===== config.mk =====
export PLATFORM = sky130hd
export DESIGN_NAME = gamepad_trigger_mode_qualifier
export DESIGN_NICKNAME = d
export VERILOG_FILES = /design/src/rtl/core/gtmq_pkg.sv /design/src/rtl/core/gamepad_trigger_mode_qualifier.sv /design/src/rtl/core/gtmq_cfg.sv /design/src/rtl/core/gtmq_core.sv
export SDC_FILE = /design/constraint.sdc
export NUM_CORES = 1
export LEC_CHECK = 0
export ABC_CLOCK_PERIOD_IN_PS = 4460
export BUFFER_PORTS_ARGS = -buffer_cell sky130_fd_sc_hd__buf_2
export CORE_MARGIN = 10
export CORE_UTILIZATION = 45
export DETAILED_ROUTE_END_ITERATION = 8
export GPL_TIMING_DRIVEN = 1
export SYNTH_ARGS = -nofsm -noshare
export SYNTH_HDL_FRONTEND = slang
export SYNTH_SLANG_ARGS = --single-unit

===== constraint.sdc =====
create_clock -name clk -period 4.46 [get_ports clk]
set_input_delay 0.669 -clock clk [delete_from_list [all_inputs] [get_ports clk]]
set_output_delay 0.669 -clock clk [all_outputs]
set_load 0.01 [all_outputs]

===== src/rtl/core/gtmq_pkg.sv =====
// gtmq_pkg: shared types and constants for the gamepad trigger mode qualifier.
// No dependencies; imported by every module under rtl/core.
package gtmq_pkg;

  localparam int TICK_W = 16;
  localparam int BTN_W = 14;
  localparam int MODE_W = 4;
  localparam int CFG_INDEX_W = 2;
  localparam int CFG_DATA_W = 16;
  localparam int PHASE_W = 2;

  // register indexes on the config port
  localparam logic [CFG_INDEX_W-1:0] CFG_TAP_DURATION = 2'd0;
  localparam logic [CFG_INDEX_W-1:0] CFG_MENU_DURATION = 2'd1;
  localparam logic [CFG_INDEX_W-1:0] CFG_ALLOW_DOUBLE_TAP = 2'd2;
  localparam logic [CFG_INDEX_W-1:0] CFG_ALLOW_PRIORITY = 2'd3;

  localparam logic [TICK_W-1:0] TAP_DURATION_RST = 16'd200;
  localparam logic [TICK_W-1:0] MENU_DURATION_RST = 16'd1000;

  // macro modes
  localparam logic [MODE_W-1:0] MODE_NONE = 4'd0;
  localparam logic [MODE_W-1:0] MODE_LT = 4'd1;
  localparam logic [MODE_W-1:0] MODE_RT = 4'd2;
  localparam logic [MODE_W-1:0] MODE_BOTH_LT_FIRST = 4'd3;
  localparam logic [MODE_W-1:0] MODE_BOTH_RT_FIRST = 4'd4;
  localparam logic [MODE_W-1:0] MODE_LT_DOUBLE = 4'd5;
  localparam logic [MODE_W-1:0] MODE_RT_DOUBLE = 4'd6;
  localparam logic [MODE_W-1:0] MODE_LS = 4'd7;
  localparam logic [MODE_W-1:0] MODE_RS = 4'd8;

  // hold-combo phases
  localparam logic [PHASE_W-1:0] PHASE_IDLE = 2'd0;
  localparam logic [PHASE_W-1:0] PHASE_WAIT = 2'd1;
  localparam logic [PHASE_W-1:0] PHASE_DONE = 2'd2;

  typedef struct packed {
    logic [TICK_W-1:0] tap_duration;
    logic [TICK_W-1:0] menu_duration;
    logic              allow_double_tap;
    logic              allow_priority;
  } cfg_t;

  typedef struct packed {
    logic              left_trigger;
    logic              right_trigger;
    logic              left_shoulder;
    logic              right_shoulder;
    logic [BTN_W-1:0]  button_levels;
    logic              window_focused;
    logic [TICK_W-1:0] elapsed_ticks;
  } sample_t;

  typedef struct packed {
    logic [MODE_W-1:0] macro_mode;
    logic              mode_valid;
    logic              menu_combo_fired;
    logic [BTN_W-1:0]  pressed_mask;
  } result_t;

endpackage


===== src/rtl/core/gamepad_trigger_mode_qualifier.sv =====
// Gamepad trigger mode qualifier, top level. Depends on gtmq_pkg, gtmq_cfg, gtmq_core.
// Path: a request is held in the input register, then in the result register, where
// out_valid rises for it; out_stall can hold it in either register.
// Throughput: one request per cycle while out_stall is low, bounded by the
// single state update in gtmq_core. Reset (rst, synchronous, active high)
// empties both stages, restores the config defaults and clears all sample state.
module gamepad_trigger_mode_qualifier #(
  parameter int TIMER_WIDTH = 16
) (
  input  logic                               clk,
  input  logic                               rst,
  // request channel
  input  logic                               in_valid,
  output logic                               in_stall,
  input  logic                               left_trigger,
  input  logic                               right_trigger,
  input  logic                               left_shoulder,
  input  logic                               right_shoulder,
  input  logic [gtmq_pkg::BTN_W-1:0]         button_levels,
  input  logic                               window_focused,
  input  logic [gtmq_pkg::TICK_W-1:0]        elapsed_ticks,
  // result channel
  output logic                               out_valid,
  input  logic                               out_stall,
  output logic [gtmq_pkg::MODE_W-1:0]        macro_mode,
  output logic                               mode_valid,
  output logic                               menu_combo_fired,
  output logic [gtmq_pkg::BTN_W-1:0]         pressed_mask,
  // configuration write port
  input  logic                               cfg_write_en,
  input  logic [gtmq_pkg::CFG_INDEX_W-1:0]   cfg_index,
  input  logic [gtmq_pkg::CFG_DATA_W-1:0]    cfg_data
);
  import gtmq_pkg::*;

  cfg_t    cfg;
  sample_t sample;
  result_t step_result;
  result_t result;
  logic    s1_valid;
  logic    out_free;
  logic    step_en;
  logic    in_take;

  // result register can take a new value when empty or being drained
  assign out_free = !out_valid || !out_stall;
  // the staged request moves on and updates state in the same edge
  assign step_en = s1_valid && out_free;
  // input register refills whenever it empties or moves on this cycle
  assign in_stall = s1_valid && !out_free;
  assign in_take = in_valid && !in_stall;

  always_ff @(posedge clk) begin
    if (rst) begin
      s1_valid <= 1'b0;
    end else if (in_take) begin
      s1_valid <= 1'b1;
    end else if (step_en) begin
      s1_valid <= 1'b0;
    end
  end

  // payload needs no reset
  always_ff @(posedge clk) begin
    if (in_take) begin
      sample.left_trigger <= left_trigger;
      sample.right_trigger <= right_trigger;
      sample.left_shoulder <= left_shoulder;
      sample.right_shoulder <= right_shoulder;
      sample.button_levels <= button_levels;
      sample.window_focused <= window_focused;
      sample.elapsed_ticks <= elapsed_ticks;
    end
  end

  gtmq_cfg u_cfg (
    .clk      (clk),
    .rst      (rst),
    .write_en (cfg_write_en),
    .index    (cfg_index),
    .data     (cfg_data),
    .cfg      (cfg)
  );

  gtmq_core #(
    .TIMER_WIDTH (TIMER_WIDTH)
  ) u_core (
    .clk     (clk),
    .rst     (rst),
    .cfg     (cfg),
    .step_en (step_en),
    .sample  (sample),
    .result  (step_result)
  );

  // result register; holds while stalled
  always_ff @(posedge clk) begin
    if (rst) begin
      out_valid <= 1'b0;
    end else if (out_free) begin
      out_valid <= step_en;
    end
  end

  always_ff @(posedge clk) begin
    if (step_en) begin
      result <= step_result;
    end
  end

  assign macro_mode = result.macro_mode;
  assign mode_valid = result.mode_valid;
  assign menu_combo_fired = result.menu_combo_fired;
  assign pressed_mask = result.pressed_mask;

endmodule


===== src/rtl/core/gtmq_cfg.sv =====
// gtmq_cfg: configuration register file, written through a plain write port.
// Depends on gtmq_pkg.
module gtmq_cfg (
  input  logic                                clk,
  input  logic                                rst,
  input  logic                                write_en,
  input  logic [gtmq_pkg::CFG_INDEX_W-1:0]    index,
  input  logic [gtmq_pkg::CFG_DATA_W-1:0]     data,
  output gtmq_pkg::cfg_t                      cfg
);
  import gtmq_pkg::*;

  cfg_t regs;

  always_ff @(posedge clk) begin
    if (rst) begin
      regs.tap_duration <= TAP_DURATION_RST;
      regs.menu_duration <= MENU_DURATION_RST;
      regs.allow_double_tap <= 1'b1;
      regs.allow_priority <= 1'b1;
    end else if (write_en) begin
      case (index)
        CFG_TAP_DURATION: begin
          regs.tap_duration <= data[TICK_W-1:0];
        end
        CFG_MENU_DURATION: begin
          regs.menu_duration <= data[TICK_W-1:0];
        end
        CFG_ALLOW_DOUBLE_TAP: begin
          regs.allow_double_tap <= data[0];
        end
        CFG_ALLOW_PRIORITY: begin
          regs.allow_priority <= data[0];
        end
        default: begin
        end
      endcase
    end
  end

  assign cfg = regs;

endmodule


===== src/rtl/core/gtmq_core.sv =====
// gtmq_core: per-sample state (previous levels, tap timers, combo timer) and
// the single-pass mode / combo / edge logic. Depends on gtmq_pkg.
module gtmq_core #(
  parameter int TIMER_WIDTH = 16
) (
  input  logic              clk,
  input  logic              rst,
  input  gtmq_pkg::cfg_t    cfg,
  input  logic              step_en,
  input  gtmq_pkg::sample_t sample,
  output gtmq_pkg::result_t result
);
  import gtmq_pkg::*;

  localparam int WW = (TIMER_WIDTH > TICK_W) ? TIMER_WIDTH : TICK_W;
  localparam int SW = WW + 1;
  localparam logic [WW-1:0] TMAX_W = WW'({TIMER_WIDTH{1'b1}});
  localparam logic [SW-1:0] TMAX_S = SW'({TIMER_WIDTH{1'b1}});

  logic [BTN_W+3:0]       previous_levels, previous_levels_next;
  logic                   last_focused, last_focused_next;
  logic                   right_came_first, right_came_first_next;
  logic                   left_tap_flag, left_tap_flag_next;
  logic                   right_tap_flag, right_tap_flag_next;
  logic [TIMER_WIDTH-1:0] left_tap_remaining, left_tap_remaining_next;
  logic [TIMER_WIDTH-1:0] right_tap_remaining, right_tap_remaining_next;
  logic [PHASE_W-1:0]     combo_phase, combo_phase_next;
  logic [TIMER_WIDTH-1:0] combo_age, combo_age_next;

  logic [WW-1:0]          dt_w, lrem_w, rrem_w, tap_w;
  logic [TIMER_WIDTH-1:0] lrem_dec, rrem_dec, tap_clamped;
  logic [SW-1:0]          age_sum;
  logic [BTN_W+3:0]       levels;
  logic                   lt, rt, ls, rs, fresh, all_held, regained;

  assign lt = sample.left_trigger;
  assign rt = sample.right_trigger;
  assign ls = sample.left_shoulder;
  assign rs = sample.right_shoulder;
  assign levels = {rs, ls, rt, lt, sample.button_levels};
  assign all_held = lt & rt & ls & rs;
  assign regained = !last_focused && sample.window_focused;
  // fresh press: neither trigger held in stored sample
  assign fresh = !previous_levels[BTN_W] && !previous_levels[BTN_W+1];

  assign dt_w = WW'(sample.elapsed_ticks);
  assign lrem_w = WW'(left_tap_remaining);
  assign rrem_w = WW'(right_tap_remaining);
  assign tap_w = WW'(cfg.tap_duration);

  // countdowns stop at zero
  assign lrem_dec = (lrem_w > dt_w) ? TIMER_WIDTH'(lrem_w - dt_w) : '0;
  assign rrem_dec = (rrem_w > dt_w) ? TIMER_WIDTH'(rrem_w - dt_w) : '0;
  assign tap_clamped = (tap_w > TMAX_W) ? {TIMER_WIDTH{1'b1}} : tap_w[TIMER_WIDTH-1:0];
  assign age_sum = (combo_phase == PHASE_WAIT) ?
                   (SW'(combo_age) + SW'(sample.elapsed_ticks)) : '0;

  always_comb begin
    previous_levels_next = levels;
    last_focused_next = sample.window_focused;
    right_came_first_next = right_came_first;
    left_tap_flag_next = left_tap_flag;
    right_tap_flag_next = right_tap_flag;
    left_tap_remaining_next = lrem_dec;
    right_tap_remaining_next = rrem_dec;
    combo_phase_next = combo_phase;
    combo_age_next = combo_age;
    result.macro_mode = MODE_NONE;
    result.mode_valid = 1'b0;
    result.menu_combo_fired = 1'b0;
    result.pressed_mask = '0;

    if (combo_phase == PHASE_WAIT) begin
      combo_age_next = (age_sum > TMAX_S) ? {TIMER_WIDTH{1'b1}} : age_sum[TIMER_WIDTH-1:0];
    end

    if (!regained) begin
      // trigger tap tracking
      if (lt) begin
        if (fresh) begin
          if (lrem_dec != '0) begin
            left_tap_flag_next = 1'b1;
          end
          left_tap_remaining_next = tap_clamped;
          right_came_first_next = 1'b0;
        end
      end else begin
        left_tap_flag_next = 1'b0;
      end
      if (rt) begin
        if (fresh) begin
          if (rrem_dec != '0) begin
            right_tap_flag_next = 1'b1;
          end
          right_tap_remaining_next = tap_clamped;
          right_came_first_next = 1'b1;
        end
      end else begin
        right_tap_flag_next = 1'b0;
      end

      if (lt && rt) begin
        left_tap_flag_next = 1'b0;
        right_tap_flag_next = 1'b0;
        left_tap_remaining_next = '0;
        right_tap_remaining_next = '0;
        result.macro_mode = (cfg.allow_priority && right_came_first_next) ?
                            MODE_BOTH_RT_FIRST : MODE_BOTH_LT_FIRST;
      end else if (lt) begin
        result.macro_mode = (cfg.allow_double_tap && left_tap_flag_next) ?
                            MODE_LT_DOUBLE : MODE_LT;
      end else if (rt) begin
        result.macro_mode = (cfg.allow_double_tap && right_tap_flag_next) ?
                            MODE_RT_DOUBLE : MODE_RT;
      end else if (ls) begin
        result.macro_mode = MODE_LS;
      end else if (rs) begin
        result.macro_mode = MODE_RS;
      end

      // hold combo
      if (all_held) begin
        if (combo_phase == PHASE_IDLE) begin
          combo_phase_next = PHASE_WAIT;
          combo_age_next = '0;
        end else if (combo_phase == PHASE_WAIT &&
                     age_sum > SW'(cfg.menu_duration)) begin
          result.menu_combo_fired = 1'b1;
          combo_phase_next = PHASE_DONE;
        end
      end else begin
        combo_phase_next = PHASE_IDLE;
        combo_age_next = '0;
      end

      result.mode_valid = 1'b1;
      result.pressed_mask = sample.button_levels & ~previous_levels[BTN_W-1:0];
    end
  end

  always_ff @(posedge clk) begin
    if (rst) begin
      previous_levels <= '0;
      last_focused <= 1'b1;
      right_came_first <= 1'b0;
      left_tap_flag <= 1'b0;
      right_tap_flag <= 1'b0;
      left_tap_remaining <= '0;
      right_tap_remaining <= '0;
      combo_phase <= PHASE_IDLE;
      combo_age <= '0;
    end else if (step_en) begin
      previous_levels <= previous_levels_next;
      last_focused <= last_focused_next;
      right_came_first <= right_came_first_next;
      left_tap_flag <= left_tap_flag_next;
      right_tap_flag <= right_tap_flag_next;
      left_tap_remaining <= left_tap_remaining_next;
      right_tap_remaining <= right_tap_remaining_next;
      combo_phase <= combo_phase_next;
      combo_age <= combo_age_next;
    end
  end

endmodule

# Word-level counts from Yosys, hierarchy flattened
# Cells that the tools add are included.
[classes] add_sub_neg=3 n_lt_le_gt_ge=5 eq_ne=5 n_mux=49 n_bitwise=7 reduce_logical=30
[ops] operator="$mux 16" n=17
[ops] operator="$gt 16x16->1" n=2
[ops] operator="$reduce_bool 16->1" n=2
[ops] operator="$sub 16x16->16" n=2
[ops] operator="$mux 1" n=20
[ops] operator="$mux 4" n=5
[ops] operator="$add 16x16->17" n=1
[ops] operator="$gt 17x16->1" n=1
[ops] operator="$gt 17x16->1 const B" n=1
[ops] operator="$mux 17" n=1
[ops] operator="$gt 16x16->1 const B" n=1
[ops] operator="$and 14x14->14" n=1
[ops] operator="$not 14->14" n=1
[ops] operator="$logic_and 1x1->1" n=10
[ops] operator="$reduce_and 2->1" n=5
[ops] operator="$mux 3" n=3
[ops] operator="$logic_not 1->1" n=7
[ops] operator="$mux 2" n=3
[ops] operator="$eq 2x1->1 const B" n=2
[ops] operator="$eq 2x2->1 const B" n=2
[ops] operator="$logic_not 2->1" n=2
[ops] operator="$and 1x1->1" n=3
[ops] operator="$ne 3x3->1 const B" n=1
[ops] operator="$reduce_and 3->1" n=1
[ops] operator="other kinds (4)" n=5
[word_totals] regBits=161 out_inout_bits=22

# Depth between registers and ports, before layout
# Gate-level depths: netlist of run 1.
[depth] ltp_word=12 depth_mapped=20 mapped_depth_nobuf=20

# Hierarchy
# A second synthesis of run 1 with hierarchy kept.
[hier_totals] hier_cells=1030 area_unflattened_um2=9344.0
[by_module_without_submodules] module="gtmq_core" n_inst=1 cells_each=828 area_per_inst_um2=6192.2 seq_area_each_um2=1401.3
[by_module_without_submodules] module="gamepad_trigger_mode_qualifier" n_inst=1 cells_each=65 area_per_inst_um2=1737.9 seq_area_each_um2=1691.6
[by_module_without_submodules] module="gtmq_cfg" n_inst=1 cells_each=137 area_per_inst_um2=1413.9 seq_area_each_um2=680.7

# Least setup slack after synthesis of run 1
# OpenSTA, ideal clock, no wires.
[synth_path] path_kind="reg-to-reg" startpoint="reg, netlist name sample[0]" endpoint="reg result (netlist bit menu_combo_fired), data pin" setup_ns=0.262 arrival_time_ns=3.563 required_time_ns=4.198 path_slack_ns=0.635 path_stages_with_launch=21 path_buffers=0 period_less_slack_ns=3.825 path_cell_list="edfxtp_1 -> ha_1 -> inv_1 -> fa_1 -> nor2b_1 -> o21ai_1 -> a21boi_0 -> o41a_1 -> a41o_1 -> o41ai_2 -> o21a_1 -> xnor2_1 -> and2_1 -> ha_1 -> and3_1 -> nand3_1 -> a21oi_1 -> a221oi_1 -> a41oi_1 -> o211ai_1 -> nor2_1"
[synth_via] elab_chain_cells=5
[synth_rtl] element="$add 16x16->17" line_no="gtmq_core.sv:56" text="(SW'(combo_age) + SW'(sample.elapsed_ticks)) : '0;"
[synth_rtl] element="$mux 17" line_no="gtmq_core.sv:55" text="assign age_sum = (combo_phase == PHASE_WAIT) ?"
[synth_rtl] element="$gt 17x16->1" line_no="gtmq_core.sv:127" text="age_sum > SW'(cfg.menu_duration)) begin"
[synth_rtl] element="$logic_and 1x1->1" line_no="gtmq_core.sv:126" text="end else if (combo_phase == PHASE_WAIT &&"
[synth_rtl] element="$mux 1" line_no="gtmq_core.sv:126"
[synth_rtl] element="end signal: assignment" line_no="gamepad_trigger_mode_qualifier.sv:107" text="result <= step_result;"
[synth_rtl] element="end: declaration" line_no="gamepad_trigger_mode_qualifier.sv:39" text="result_t result;"
# No other way between the ends.
# A chain may end at the register's enable or synchronous reset.

# Worst setup path in the final report of run 1
[layout_path] startpoint="reg, netlist name sample[0]" endpoint="reg result (netlist bit menu_combo_fired), data pin"
[layout_via] elab_chain_cells=5
[layout_rtl] element="$add 16x16->17" line_no="gtmq_core.sv:56"
[layout_rtl] element="$mux 17" line_no="gtmq_core.sv:55"
[layout_rtl] element="$gt 17x16->1" line_no="gtmq_core.sv:127"
[layout_rtl] element="$logic_and 1x1->1" line_no="gtmq_core.sv:126"
[layout_rtl] element="$mux 1" line_no="gtmq_core.sv:126"
# No other way between the ends.

==> impl_results.md, run 1 <==
* Die W at 159 um
* Max-Cap Viols at 0
* HPWL Detailed at 17100 um
* Number of synthesized flops with an enable pin at 55
* Flop pwr share at 44.4%
* First-pass GRT wire length at 37700 um
* CTS Buf Count at 17
* Critical path type: flip-flop to flip-flop
* Pre-CTS worst setup slack at 109 ps
* Leading cell type in the layout, fill and taps excluded: nand2_1
* Core Footprint at 18900 um^2
* Die area at 25300 um^2
* DR WL/cell at 17.6 um
* Post-synth cell types at 67
* Bufs on Longest Clock Path at 2
* CP top delay family: compound AO/OA/AOI/OAI gates
* Clk Latency, worst-skew pair at 430 ps
* Hold violation count in the final report at 0
* Hold path start: button_levels[0]
* Clk pwr share at 39.9%
* Tcrit/Tclk final at 95.3%
* Drt initial violations at 531
* Via density at 5.54
* Die Y at 159 um
* Placed cell area at 9370 um^2
* Power Density at 365 nW/um^2
* Vias at 7360
* Final Slew Violations at 0
* Min setup slack post-route at 210 ps
* Setup crit start kind: flip-flop
* Final Instance Area at 10100 um^2
* CP Data Arrival Time at 4430 ps
* Outcome: complete, no violations
* Clk slew on worst S/H paths at 70 ps
* Most frequent cells in the layout: 132 x nand2_1, 106 x dfxtp_1, 99 x a21oi_1
* RSZ-0062 raised after global routing: yes
* Final setup vio count at 0
* Sum of buffers and inverters on the critical path at 1
* Worst slew margin at 20.9%
* Comb power frac at 15.7%
* Switching share of power at 29.0%
* Num Clock Sinks at 161
* Crit path launch: sample[0]
* Yosys top cell area share at 24.3%
* Sequential-to-total area share from yosys stat at 43.3%
* Pleak at 4.12 nW
* Hold Path Class: input port to flip-flop
* Row cnt at 50
* Final design utilization at 53.3%
* Cells along the critical path: ha_2 > inv_2 > fa_2 > nor2b_2 > o21ai_2 > a21boi_2 > o41a_1 > a41o_1 > o41ai_4 > o21a_1 > xnor2_1 > and2_4 > ha_4 > and3_4 > nand3_2 > nor3_1 > a41oi_2 > o211ai_1 > nor2_1
* H-tree depth at 4
* R2R Path Start: sample[0]
* Worst Tran Pin Value at 1180 ps
* WL final at 23400 um
* Area growth from synthesis to layout at 15.6%
* Dominant cells by area after synthesis: dfxtp_1 24%, edfxtp_1 19%, ha_1 9.2%
* Placed instance count at 1290
* Max Clock Skew at 10.4 ps
* CTS tree: done
* NetSw at 1.07 mW
* Initial antenna violation count at 0
* Fin cells at 1328
* Syn Area/Cell at 8.87 um^2
* Fraction of layout cells with a size suffix above 1 at 14.9%
* Mapped cell area at 8720 um^2
* Hold buffers post-CTS at 0
* DR pass1 iterations at 5
* Critical path fanouts, max at 3
* Synth area leader: dfxtp_1
* Maximum clock rate at 0.235 GHz
* Int Pwr at 2.62 mW
* Total track usage at 18.2%
* WP depth at 19
* Syn Nets at 1108
* Synthesized instance count at 983
* IO Pins at 80
* # DRC at 0
* Worst r2r path cells at 19
* Grt ovf at 0
* Critical path capture point type: flip-flop
* Minimum clock period at 4250 ps
* Port-buffer cells at 79
* Largest net degree at the start of global routing at 79
* Largest stage delay on the critical path at 430 ps
* #FFs+latches synth at 161
* Max VDD drop at 0.268 mV
* N_diodes at 0
* Hold path depth at 1
* Nets at 1180
* Ys async rst share at 0%
* Req. time, crit path at 4640 ps
* Worst-path cell with the longest stage delay: edfxtp_1
* Vias in the first global route at 7220
* Ys flop type: dfxtp_1
* Antenna Nets Post-Route at 0
* # fillers at 1828
* Ys Warns at 0
* Clk root buf: clkbuf_16
* Gp weighted congestion at 0.883
* Starting density of the core at 46.1%
==> power by group through the flow <==
stage | clock, mW | combinational, mW | sequential [mW]
global route | 1.57 | 0.647 | 1.64
global placement | 0 | 0.562 | 1.67
detailed placement | 0 | 0.562 | 1.67
floorplan | 0 | 0.401 | 1.66
CTS | 1.50 | 0.566 | 1.63
finish | 1.47 | 0.577 | 1.64
==> stage by stage <==
step	hold WS (ps)	total power, mW	TNS (ps)
final	406	3.68	0
after global routing	390	3.86	-179
after CTS	391	3.70	0
after detailed placement	448	2.23	0
after global placement	442	2.23	0
after floorplan	436	2.06	0
==> sequential cells by signal, summed over array words and instances (netlist names), 2 cells and up <==
register / count
macro_mode: 4
pressed_mask: 14
sample: 35
u_cfg.cfg: 34
u_core.combo_age: 16
u_core.combo_phase: 2
u_core.left_tap_remaining: 16
u_core.previous_levels: 16
u_core.right_tap_remaining: 16
==> path summary, 6_finish.rpt <==
kind | end | slack (ps)
setup / recovery | menu_combo_fired | 210
hold / removal | sample[17] | 410
setup reg to reg | menu_combo_fired | 210
hold reg to reg | u_cfg.cfg[12] | 460
==> layer usage <==
| metal | wire (um) | vias up | global-route usage (%) |
|---|---|---|---|
| met5 | 0 | - | 0 |
| met4 | 234 | 0 | 4.17 |
| met3 | 990 | 23 | 3.43 |
| met2 | 10900 | 165 | 29.7 |
| met1 | 11200 | 3484 | 24.3 |
| li1 | - | 3688 | - |
==> repair_timing <==
action	in CTS	in global routing
setup buffers	0	6
resized for setup	0	17
setup endpoints to repair	0	3
==> Yosys cell counts (all sizes together) (14+ instances only) <==
master and instances:
nand2 133, dfxtp 106, a21oi 101, nor2 87
ha 64, edfxtp 55, inv 55, nor3 45
o21ai 44, clkbuf 39, a221oi 33, xnor2 19
xor2 19, nor2b 15, nor3b 15, a21o 14
==> final cells by class <==
type / instances / area, um^2 / share of cell area, %
Timing Repair Buffer: 94 / 510 / 5.07
Sequential cell: 161 / 3770 / 37.4
Inverter: 56 / 210 / 2.09
Tap cell: 260 / 325 / 3.23
Clock inverter: 15 / 173 / 1.71
Clock buffer: 17 / 425 / 4.22
Multi-Input combinational cell: 725 / 4660 / 46.2
==> kinds of logic (layout without fill, tap and decap cells) <==
kind of cell	count (synthesis)	count (layout)	synth area share, %
AND/OR/NAND/NOR	363	363	19.7
XOR/XNOR	38	38	3.82
flip-flops	161	161	43.3
buffers and inverters	97	182	4.32
multiplexers	1	1	0.115
adder cells (fa/ha/maj)	67	67	9.87
AO/OA/AOI/OAI	256	256	18.9
Note: power is estimated with default switching activity, not from simulation.
==> run 2: changes to the inputs <==
Settings changed: SKIP_LAST_GASP from default to 1, SYNTH_HIERARCHICAL from default to 1.
==> impl_results.md, run 2 <==
* Tcrit/Tclk final at 94.8% (-0.49 points)
* Critical path fanouts, max at 4 (+1)
* CTS Buf Count at 17 (unchanged)
* Die Y at 164 um (+3.1%)
* Largest net degree at the start of global routing at 105 (+33%)
* Dominant cells by area after synthesis: dfxtp_1 23%, edfxtp_1 18%, ha_1 8.6%
* # DRC at 0 (unchanged)
* # fillers at 1959 (+7.2%)
* Critical path type: flip-flop to flip-flop
* DR pass1 iterations at 6 (+1)
* Sequential-to-total area share from yosys stat at 40.4% (-2.9 points)
* Ys flop type: dfxtp_1
* H-tree depth at 4 (unchanged)
* R2R Setup Slk at 230 ps (+20 ps)
* PostCTS Resize Cnt at 0 (unchanged)
* Minimum clock period at 4230 ps (-21.8 ps)
* Max VDD drop at 0.291 mV (+8.5%)
* Most frequent cells after synthesis: 148 x nor2_1, 106 x dfxtp_1, 73 x a21oi_1
* Antenna Nets Post-Route at 0 (unchanged)
* Top-count cell post-synth: nor2_1
* Most frequent cells in the layout: 147 x nor2_1, 106 x dfxtp_1, 78 x buf_2
* Die W at 164 um (+3.1%)
* Placed instance count at 1340 (+3.9%)
* CTS tree: done
* CP Data Arrival Time at 4410 ps (-20 ps)
* Hold buffers post-CTS at 0 (unchanged)
* Synth area leader: dfxtp_1
* Hold violation count in the final report at 0 (unchanged)
* Syn Nets at 1155 (+4.2%)
* Vias in the first global route at 7356 (+1.9%)
* Post-synth cell types at 69 (+3.0%)
* Core Footprint at 20400 um^2 (+7.8%)
* Worst slew margin at 20.5% (-0.38 points)
* Hold path start: elapsed_ticks[12]
* Max-Cap Viols at 0 (unchanged)
* Buffer count from post-CTS setup fixing at 0 (unchanged)
* Crit path launch: sample[5]
* #FFs+latches synth at 161 (unchanged)
* Ys async rst share at 0% (unchanged)
* Row cnt at 52 (+4.0%)
* Fin cells at 1372 (+3.3%)
* Total track usage at 19.0% (+0.79 points)
* Gp weighted congestion at 0.947 (+7.2%)
* HPWL Detailed at 19200 um (+12%)
* Max reg flops at 35 (unchanged)
* WL final at 25900 um (+11%)
* Port-buffer cells at 79 (unchanged)
* Initial antenna violation count at 0 (unchanged)
* Critical path capture point type: flip-flop
* DR WL/cell at 18.9 um (+7.3%)
* Drt initial violations at 460 (-13%)
* Fraction of layout cells with a size suffix above 1 at 13.0% (-1.9 points)
* Maximum clock rate at 0.236 GHz (+0.52%)
* Leading cell type in the layout, fill and taps excluded: nor2_1
* Clk Latency, worst-skew pair at 440 ps (about the same)
* R2R Path Start: sample[5]
* First-pass GRT wire length at 40400 um (+7.2%)
* Die area at 26900 um^2 (+6.3%)
* Num Clock Sinks at 161 (unchanged)
* Final setup vio count at 0 (unchanged)
* Worst Tran Pin Value at 1190 ps (+10.8 ps)
* Number of synthesized flops with an enable pin at 55 (unchanged)
* IO Pins at 80 (unchanged)
* Clk root buf: clkbuf_16
* Vias at 7802 (+6.0%)
* N_diodes at 0 (unchanged)
* Final Slew Violations at 0 (unchanged)
* Synthesized instance count at 1030 (+4.8%)
* Power Density at 354 nW/um^2 (-3.1%)
* Biggest register: sample
* Mapped cell area at 9340 um^2 (+7.2%)
* Worst hold slack at 401 ps (-4.35 ps)
* Nets at 1214 (+2.9%)
* Clk slew on worst S/H paths at 70 ps (about the same)
* Bufs on Longest Clock Path at 2 (unchanged)
* Area growth from synthesis to layout at 13.8%
* Outcome: complete, no violations
* Syn Area/Cell at 9.07 um^2 (+2.3%)
* Setup crit start kind: flip-flop
* Pwr Total at 3.76 mW (+2.2%)
* Yosys top cell area share at 22.7% (-1.6 points)
* Ys Warns at 6 (+6)
* Starting density of the core at 45.9% (-0.26 points)
* Pleak at 4.30 nW (+4.1%)
* Req. time, crit path at 4640 ps (about the same)
* Via density at 5.69 (+2.6%)
* Grt ovf at 0 (unchanged)
* Max Clock Skew at 13.5 ps (+3.06 ps)
* Hold Path Class: input port to flip-flop
[run 2: cell count changes in the layout (fill, tap and decap cells not counted), sizes merged, moves of 30 or more]
cell	delta
a211oi	+30
mux2i	+53
nand2	-89
nor3	-32
nand2b	+43
nor2	+61
a221oi	-32
[run 2: kinds of logic (layout without fill, tap and decap cells)]
kind of cell,after synthesis,count (layout),synth area share (%)
buf+inv,109,181,4.54
flops,161,161,40.4
xor+xnor,25,25,2.34
compound gates,250,250,18.0
mux,57,57,6.15
simple gates,361,361,19.4
fa+ha+maj,67,67,9.21
[run 2: layer usage]
layer,track usage (%),part of all wire (%)
met1,26.0,48
met2,30.2,47
met3,2.78,3.6
met4,5.85,1.7
met5,0,0
[run 2: final timing paths]
path,end,cells past startpoint
worst max register to register,menu_combo_fired,18
worst min register to register,u_core/combo_age[0],2
worst max-delay path,menu_combo_fired,18
worst min-delay path,sample[12],1
[run 2: where the power goes]
part | switching, mW | leakage [nW] | total [mW] | internal, mW
clock | 0.686 | 0.301 | 1.54 | 0.854
sequential | 0.0459 | 1.39 | 1.64 | 1.59
combinational | 0.354 | 2.60 | 0.587 | 0.233
[run 2: area by class of cell]
class,count,area (um^2),area share [%]
multi-input cells,760,5180,48.7
flip-flops and latches,161,3770,35.5
repair buffers,92,508,4.78
clock buffers,17,425,4.00
well taps,270,338,3.18
inverters,57,214,2.01
clock inverters,15,191,1.80
[run 2: metrics by stage]
stage / util (%) / TNS (ps) / instance area, um^2 / setup slack (ps)
after global routing: 52.2 / -29.0 / 10600 / -15.5
after CTS: 52.1 / 0 / 10600 / 167
final: 52.2 / 0 / 10600 / 232
after detailed placement: 49.1 / 0 / 10000 / 208
after global placement: 49.1 / 0 / 10000 / 320
after floorplan: - / 0 / 9340 / 632
[run 2: worst max-delay path, cell delays in order, from the launching register on]
cell and delay, ps:
edfxtp_1 410, ha_1 230, or3_1 400, nor2b_1 150, a22o_1 220, a211oi_2 290, nor3b_1 100, o21a_1 190
or3_1 300, nand2b_1 110, nor2_1 60, ha_1 190, or4_1 480, a21oi_1 210, nand2_1 70, o41ai_1 60
a311o_1 190, a21oi_1 120, nor3b_1 190
